## src/hw/rtl/mvsm_ram.sv

```systemverilog
// ----------------------------------------------------------------------------
// mvsm_ram
// simple dual-port ram, one write port and one read port with registered data
// ----------------------------------------------------------------------------
module mvsm_ram #(
  parameter int WIDTH = 16,
  parameter int DEPTH = 256,
  localparam int AW = (DEPTH > 1) ? $clog2(DEPTH) : 1
) (
  input  logic             clk,
  input  logic             we,
  input  logic [AW-1:0]    waddr,
  input  logic [WIDTH-1:0] wdata,
  input  logic [AW-1:0]    raddr,
  output logic [WIDTH-1:0] rdata
);

  logic [WIDTH-1:0] mem [DEPTH];
  logic [WIDTH-1:0] rdata_r;

  always_ff @(posedge clk) begin
    if (we) begin
      mem[waddr] <= wdata;
    end
    rdata_r <= mem[raddr];
  end

  assign rdata = rdata_r;

endmodule

```

## config.mk

```make
export PLATFORM = sky130hd
export DESIGN_NAME = mvsm_ram
export DESIGN_NICKNAME = d
export VERILOG_FILES = /design/src/hw/rtl/mvsm_ram.sv
export SDC_FILE = /design/constraint.sdc
export NUM_CORES = 2
export LEC_CHECK = 0
export BUFFER_PORTS_ARGS = -buffer_cell sky130_fd_sc_hd__buf_2
export CAP_MARGIN = 5
export CORE_MARGIN = 2
export CORE_UTILIZATION = 53
export CTS_BUF_LIST = sky130_fd_sc_hd__clkbuf_8 sky130_fd_sc_hd__clkbuf_16
export DETAILED_ROUTE_END_ITERATION = 8
export GPL_ROUTABILITY_DRIVEN = 0
export PLACE_DENSITY = 0.67
export SLEW_MARGIN = 0
export SYNTH_ARGS = -nofsm -noshare
export SYNTH_HDL_FRONTEND = slang
export SYNTH_SLANG_ARGS = --single-unit
```

## constraint.sdc

```tcl
create_clock -name clk -period 7.2 [get_ports clk]
set_input_delay 0.36 -clock clk [delete_from_list [all_inputs] [get_ports clk]]
set_output_delay 0.36 -clock clk [all_outputs]
set_load 0.05 [all_outputs]
```

==> out/results.ini <==
[outcome]
outcome=completed

[min_path]
hold_class=primary input to flip-flop
hold_depth=1

[drt]
route.met2.wl_um=190900
drt_wl_total_um=411600
top_layer_used=met5
wl_met3_um=43950
drtIter0Drc=11120
vias=79110
wl_met1_um=159600
detail-route-antenna-nets=0
dr.pass1.iters=6
drc_errors=0
vias_per_cell=6.576
wl_per_cell_um=34.21

[logic_synthesis]
ys.flop_type=edfxtp_1
avgSynthCellArea_um2=21.56
ys_async_sr_fraction_pct=0
yosys.area.top_type=edfxtp_1
synth.cell_area_um2=158700
ys_warn_count=0
synth_top_cells_by_area=edfxtp_1 (77%), mux4_2 (11%), mux2i_1 (3.6%)
yosysSeqAreaShare_pct=77.70
netlist_instances=7360
ys_seq_elements=4112
synth_edf_count=4096
synth_top_area_share_pct=77.50
synth_cell_types=52
syn_nets=7394

[sta]
hold_viol=0
fmax_mhz=259.4
rsz0062_at_grt=false
setup_viol_count_final=0
relSlewSlack_pct=4.341
fin_crit_sh_pct=53.55
fin_crit_ns=3.855
hold_ws_ns=0.02672
fin_tns_setup_ns=0
fin_skew_ns=0.07752
finalMaxSlewViolations=0
worst_pin_slew_ns=1.424

[grt]
grt_max_degree=194
antenna_found_initial=27
grt_overflow_total=0
grt_use_total_pct=27.12
grt_pass1_vias=77730
grt_pass1_wl_um=583500

[die]
num_rows=200
fp.coreArea_um2=297300
start_util_pct=53.39
die_h_um=551.2
die_w_um=551.2
ios=50
die_area_um2=303900

[power_and_ir_drop]
p_comb_share_pct=5.0
power_density_nw_per_um2=276.6
switching_share_pct=21.54
p_int_mw=38.63
p_leak_nw=56.58
power_frac_seq_pct=53.7
power.switching_mw=10.60
vdd_drop_max_uv=229.7
pwr-share-clk_pct=41.3

[setup_path]
cp-end-kind=flip-flop
cp_num_buf_inv=2
r2r.worst_path.cells=6
cpPeakStageDelay_ns=0.79
cp_top_family=compound AO/OA/AOI/OAI gates
cp.arrival_ns=4.63
criticalPathCategory=primary input to flip-flop
critical_path.most_common_cell=buf_12
critPathLaunchType=primary input
cp.depth=8
crit_fanout=83
cp_cell_sequence=buf_12, buf_12, mux4_2, mux2_2, a221oi_1, o31ai_1, o32ai_1, nor4_1
slowest_stage=o32ai_1
crit_required_ns=7.97

[clock_network]
ctsResizeCount=0
cts.htree.levels=5
clkTransAtPathRegs_ns=0.06
ctsHoldBuffers=14
cts-root-buf=clkbuf_16
numCtsBuffers=401
cts.path.max_buffers=4
cts.sinks=4112
cts_tree=done
post_cts_buffers=0
insertion_delay_ns=0.98

[finish]
final_core_util_pct=59.86
drive_above_1_share_pct=24.45
num-fill-cells=20680
area_delta_synth_final_pct=12.13
final_common_cell=edfxtp_1
layout_common_cells=edfxtp_1 (4096), mux4_2 (797), mux2i_1 (565)
finalNetCount=7780

[placement]
dp.final_hpwl_um=236400
portBuffers=49

[run]
drv_cap=0

[state kept, by name (all words and copies together), names as in the netlist]
register,flops
mem,4096
rdata,16
[per-layer routing]
layer  vias to the layer above  GRT usage [%]
met5                         -         0.1720
li1                      32050              -
met2                      4420          41.25
met4                        16          9.788
met1                     41890          38.85
met3                       736          6.270
[path summary, 6_finish.rpt]
path | startpoint | end | slack, ns
setup / recovery | raddr[0] | rdata[2] | 3.34
hold / removal | wdata[9] | mem[90][9] | 0.03
setup reg to reg | mem[139][2] | rdata[2] | 3.69
hold reg to reg | mem[120][14] | rdata[14] | 1.04
[kinds of logic (layout without fill, tap and decap cells)]
logic type	Yosys count	after routing	synth area share (%)
AO/OA/AOI/OAI	786	786	3.537
buffers and inverters	456	1170	1.693
flip-flops	4112	4112	77.70
multiplexers	1450	1450	15.50
other	0	17	0
AND/OR/NAND/NOR	556	556	1.574
[layout make-up]
cell class	count	area (um^2)	share of cell area [%]
antenna	17	42.54	0.02390
clock buffer	405	10130	5.695
clock inverter	326	2683	1.507
inverter	4	27.53	0.01547
multi-input combinational	2792	33040	18.57
sequential	4112	123300	69.29
tap	3939	4928	2.769
timing repair buffer	435	3792	2.131
[Yosys cell counts, types with 2 or more instances]
cell       count
buf_8         11
and4_1         2
nor4_1        17
nor2_1       304
o22ai_1      148
mux2_2        88
edfxtp_1    4096
buf_4         26
mux4_2       797
nand2_1       38
inv_1          3
and3_1        11
nand4b_1       3
a22o_1        32
buf_12         5
a21oi_1      175
buf_6         77
clkbuf_1     230
a22oi_1       43
or3_1          2
buf_1         27
o31ai_1       16
nand2b_1       3
a2111oi_0      6
a211oi_1      18
nand4_1       26
nor3_1        92
mux2i_1      565
nor4bb_1       2
nor2b_1        9
a31oi_1        6
o221ai_1     252
o21ai_0       37
or2_2          4
nand3_1       35
o32ai_1       20
a21o_1         2
buf_2         76
a221oi_1      28
dfxtp_1       16
[power by group through the flow]
stage	Sequential (mW)	Combinational (mW)	Clock, mW
2_1_floorplan	27.0	1.30	0
3_3_place_gp	26.9	2.38	0
3_5_place_dp	27.0	2.43	0
4_1_cts	26.4	2.44	20.6
5_1_grt	26.4	2.56	21.5
6_report	26.4	2.45	20.3
[metrics by stage]
step	worst slack, ns	power, mW	area (um^2)	instances
final	3.345	49.23	178000	12030
after global routing	3.418	50.50	178000	12030
after CTS	3.505	49.45	177900	12010
after detailed placement	2.488	29.38	165000	11270
after global placement	2.375	29.33	164900	11260
after floorplan	4.675	28.28	158700	7360
Note: power is estimated with default switching activity, not from simulation.
