$ cat config.mk
export PLATFORM = sky130hd
export DESIGN_NAME = mvsm_rem
export DESIGN_NICKNAME = d
export VERILOG_FILES = /design/src/hw/rtl/mvsm_pkg.sv /design/src/hw/rtl/mvsm_rem.sv
export SDC_FILE = /design/constraint.sdc
export NUM_CORES = 1
export LEC_CHECK = 0
export BUFFER_PORTS_ARGS = -buffer_cell sky130_fd_sc_hd__buf_4
export CORE_UTILIZATION = 46
export DETAILED_ROUTE_END_ITERATION = 10
export GPL_ROUTABILITY_DRIVEN = 0
export PLACE_DENSITY = 0.85
export RECOVER_POWER = 50
export SLEW_MARGIN = 20
export SYNTH_ARGS = -nofsm -noshare
export SYNTH_HDL_FRONTEND = slang
export SYNTH_SLANG_ARGS = --single-unit
$ cat constraint.sdc
create_clock -name clk -period 1.2 [get_ports clk]
set_clock_uncertainty 0.05 [all_clocks]
set_input_delay 0.06 -clock clk [delete_from_list [all_inputs] [get_ports clk]]
set_output_delay 0.06 -clock clk [all_outputs]
set_load 0.005 [all_outputs]
$ cat src/hw/rtl/mvsm_pkg.sv
// ----------------------------------------------------------------------------
// mvsm_pkg
// field widths, action and status codes and the saturating add shared by the
// sample mixer modules
// ----------------------------------------------------------------------------
package mvsm_pkg;

  // item field widths
  localparam int ACT_W      = 2;
  localparam int ADDR_W     = 16;
  localparam int LEN_W      = 17;
  localparam int SMP_W      = 16;
  localparam int STAT_W     = 2;
  localparam int SLOT_W     = 5;
  localparam int CNT_OUT_W  = 6;

  // stream payload widths, padded to whole bytes
  localparam int IN_DATA_W  = 56;
  localparam int OUT_DATA_W = 32;
  localparam int OUT_PAD_W  = OUT_DATA_W - SMP_W - STAT_W - SLOT_W - CNT_OUT_W;

  // action codes
  localparam logic [ACT_W-1:0] ACT_LOAD  = 2'd0;
  localparam logic [ACT_W-1:0] ACT_QUEUE = 2'd1;
  localparam logic [ACT_W-1:0] ACT_TICK  = 2'd2;
  localparam logic [ACT_W-1:0] ACT_CLEAR = 2'd3;

  // status codes
  localparam logic [STAT_W-1:0] STAT_OK      = 2'd0;
  localparam logic [STAT_W-1:0] STAT_NO_ROOM = 2'd1;
  localparam logic [STAT_W-1:0] STAT_BAD_LEN = 2'd2;

  // longest sound in samples
  localparam logic [LEN_W-1:0] MAX_LEN = 17'h1_0000;

  localparam logic signed [SMP_W-1:0] SMP_MAX = 16'sh7fff;
  localparam logic signed [SMP_W-1:0] SMP_MIN = 16'sh8000;

  // add two pcm words and clamp to the 16-bit range
  function automatic logic signed [SMP_W-1:0] sat_add(
    input logic signed [SMP_W-1:0] a,
    input logic signed [SMP_W-1:0] b
  );
    logic signed [SMP_W:0] s;
    s = {a[SMP_W-1], a} + {b[SMP_W-1], b};
    if (s[SMP_W] != s[SMP_W-1]) begin
      return s[SMP_W] ? SMP_MIN : SMP_MAX;
    end
    return s[SMP_W-1:0];
  endfunction

endpackage

$ cat src/hw/rtl/mvsm_rem.sv
// ----------------------------------------------------------------------------
// mvsm_rem
// remainder of a 16-bit address by the constant memory depth, reciprocal
// multiply then one correcting subtract, each step registered in turn
// ----------------------------------------------------------------------------
module mvsm_rem import mvsm_pkg::*; #(
  parameter int DIVISOR = 65536,
  localparam int RW = (DIVISOR > 1) ? $clog2(DIVISOR) : 1
) (
  input  logic              clk,
  input  logic              rst_n,
  input  logic              start,
  input  logic [ADDR_W-1:0] dividend,
  output logic              done,
  output logic [RW-1:0]     remainder
);

  // reciprocal scaled by 2^SH, within [2^ADDR_W, 2^(ADDR_W+1)) for any DIVISOR above one
  localparam int SH = ADDR_W + RW;
  localparam int PW = 2 * ADDR_W + 1;
  localparam int TW = (RW > ADDR_W) ? RW + 1 : ADDR_W + 1;
  localparam logic [ADDR_W:0] RECIP = (ADDR_W + 1)'((64'd1 << SH) / DIVISOR);
  localparam logic [TW-1:0]   DIV_C = TW'(DIVISOR);

  logic              s1_r, s1_nxt;
  logic              done_r, done_nxt;
  logic [ADDR_W-1:0] num_r, num_nxt;
  logic [ADDR_W:0]   quo_r, quo_nxt;
  logic [RW-1:0]     rem_r, rem_nxt;
  logic [PW-1:0]     prod;
  logic [TW-1:0]     diff;

  // first step: quotient estimate, low by at most one
  assign prod = PW'(dividend) * PW'(RECIP);
  // second step: remainder estimate lies in [0, 2 * DIVISOR)
  assign diff = TW'(num_r) - TW'(quo_r) * DIV_C;

  always_comb begin
    s1_nxt   = start;
    done_nxt = s1_r;
    num_nxt  = num_r;
    quo_nxt  = quo_r;
    rem_nxt  = rem_r;
    if (start) begin
      num_nxt = dividend;
      quo_nxt = (ADDR_W + 1)'(prod >> SH);
    end
    if (s1_r) begin
      rem_nxt = (diff >= DIV_C) ? RW'(diff - DIV_C) : RW'(diff);
    end
  end

  always_ff @(posedge clk) begin
    if (!rst_n) begin
      s1_r   <= 1'b0;
      done_r <= 1'b0;
    end else begin
      s1_r   <= s1_nxt;
      done_r <= done_nxt;
    end
  end

  always_ff @(posedge clk) begin
    num_r <= num_nxt;
    quo_r <= quo_nxt;
    rem_r <= rem_nxt;
  end

  assign done      = done_r;
  assign remainder = rem_r;

endmodule

==> reports/metrics.cfg <==
[routing]
drtAntennaViolNets=0
drt_wl_total_um=1600
drt_iter0_drc=2
vias=545
drt_drc_violations_left=0
viasPerCell=4.40
drtPass1Iterations=4
wire_per_inst_um=12.9

[yosys]
synth_common_cells=edfxtp_1 (32), and2_1 (2), dfxtp_1 (2)
ys_ff_latch=34
synth_most_common_cell=edfxtp_1
synth-edff-count=32
yosysSeqAreaShare_pct=98.8
syn_inst=36
async_flop_share_pct=0
synth_top_area_cell=edfxtp_1
synth_top_area_share_pct=94.8
syn_avg_cell_area_sq_um=28.2
synthFlopType=edfxtp_1
synthTopCellsByArea=edfxtp_1 (95%), dfxtp_1 (4.0%), and2_1 (1.2%)
synth_nets=55
synth.distinct_cells=3
syn_area_sq_um=1010
ys_warn_count=0

[clock_tree]
clkSinkCount=34
cts_buffer_depth=2
cts_root_buffer=clkbuf_4
cts_buffers=5
cts.clk_slew.worst_paths_ns=0.10
post_cts_buffers=0
insertion_delay_ns=0.33
tritoncts=yes
cts_max_level=2
post_cts_resized=0
hold_buffers=17

[final_layout]
fin_nets=115
multiInputGateArea_sq_um=12.5
fillers=117
diodes=0
syn_to_final_growth_pct=51.4
seq_area_sq_um=1000
drive_above_1_share_pct=42.3

[critical_path]
worst-r2r-setup-slack_ns=0.31
crit_buf_inv=1
critPathLaunchType=flip-flop
timing.rr.start=done_nxt
crit_family=flip-flops
worstReg2RegEnd=remainder[0]
critPathSlowestCell=edfxtp_1
critPathKind=reg -> out
cp_slowest_stage_delay_ns=0.39
cp.arrival_ns=0.87
crit_chain=buf_4
rr_worst_depth=1
required_ns=1.09
cp_max_fo=1
critPathCaptureType=primary output
path_depth=1
crit_end=remainder[13]
crit_start=remainder[13]

[sta]
max_freq_mhz=1020
min_period_ns=0.978
setup_violations=0
worst_pin_slew_ns=0.891
grt_setup_unrepaired=false
drv_slew=0
fin_crit_sh_pct=81.5
hold_violations=0
fin_tns_setup_ns=0
slew_headroom_pct=40.6
setup_slack_ns=0.222

[global_route]
grtUsageTotal_pct=15.5
grt_pass1_vias=493
antenna_found_initial=0
grt-ovfl-total=0
grt_first_pass_wirelength_um=2420
grt_max_degree=18

[floorplan]
dieWidth_um=48.9
io_pins=36
die_h_um=48.9
dieArea_sq_um=2400
core-area_sq_um=2020
start_util_pct=50.1
rows=16

[power]
leakagePower_nw=0.596
power.density_nw_per_um2=1410
ir_worst_vdd_mv=1.01

[outcome]
outcome=completed

[placed_design]
portBuffers=35
post-place-ws_ns=0.324
dpl.hpwl_um=859

[flow_run]
timing.max_cap.violations=0

[hold_path]
min_path_type=in -> reg

## final cells by class
cell class                 count  area share [%]
clock buffer                   6            2.69
clock inverter                 2           0.571
multi-input combinational      2           0.816
sequential                    34            65.3
tap                           27            2.20
timing repair buffer          53            28.5
## worst min-delay path by stage
stage	start	end	slack, ns	cells after the start
after floorplan	dividend[0]	num_r[0]	0.11	0
after CTS	start	num_r[13]	0.05	1
after global placement	dividend[6]	num_r[6]	0.19	1
after global routing	start	num_r[11]	0.36	1
after detailed placement	dividend[4]	num_r[4]	0.19	1
final	start	num_r[13]	0.34	1
## layer usage
layer | GRT usage [%] | part of all wire, % | vias to the layer above
li1 | - | - | 260
met1 | 18.2 | 42 | 249
met2 | 22.7 | 49 | 28
met3 | 8.41 | 6.4 | 8
met4 | 8.82 | 2.5 | 0
met5 | 0 | 0 | -
## report_power, final
group | switching (W) | internal (W) | total, W
Clock | 0.000344 | 0.000220 | 0.000563
Sequential | 0.0000240 | 0.00140 | 0.00142
Combinational | 0.0000557 | 0.000117 | 0.000173
Total | 0.000423 | 0.00173 | 0.00216
## state kept, by name, indices dropped and copies added (netlist names)
| signal | flops |
|---|---|
| done | 1 |
| remainder | 16 |
| num_r | 16 |
| done_nxt | 1 |
## cell usage in the layout (no fill, tap or decap)
cell type,instances
edfxtp_1,32
clkbuf_4,21
buf_4,19
dlygate4sd3_1,17
and2_1,2
clkbuf_1,2
dfxtp_1,2
clkinv_1,1
clkinv_2,1
## cell families after synthesis
logic type,after synthesis,share of synthesized area (%)
simple gates,2,1.23
flops,34,98.8
## through the flow
stage | util [%] | instance area, sq um | hold WS, ns | std cells | total power, W
2_1_floorplan | - | 1010 | 0.109 | 36 | 0.00146
3_3_place_gp | 65.2 | 1320 | 0.189 | 99 | 0.00157
3_5_place_dp | 65.2 | 1320 | 0.190 | 99 | 0.00158
4_1_cts | 76.1 | 1540 | 0.0471 | 124 | 0.00217
5_1_grt | 75.9 | 1530 | 0.360 | 124 | 0.00225
6_report | 75.9 | 1530 | 0.342 | 124 | 0.00216
Power figures use the tool's default switching activity.
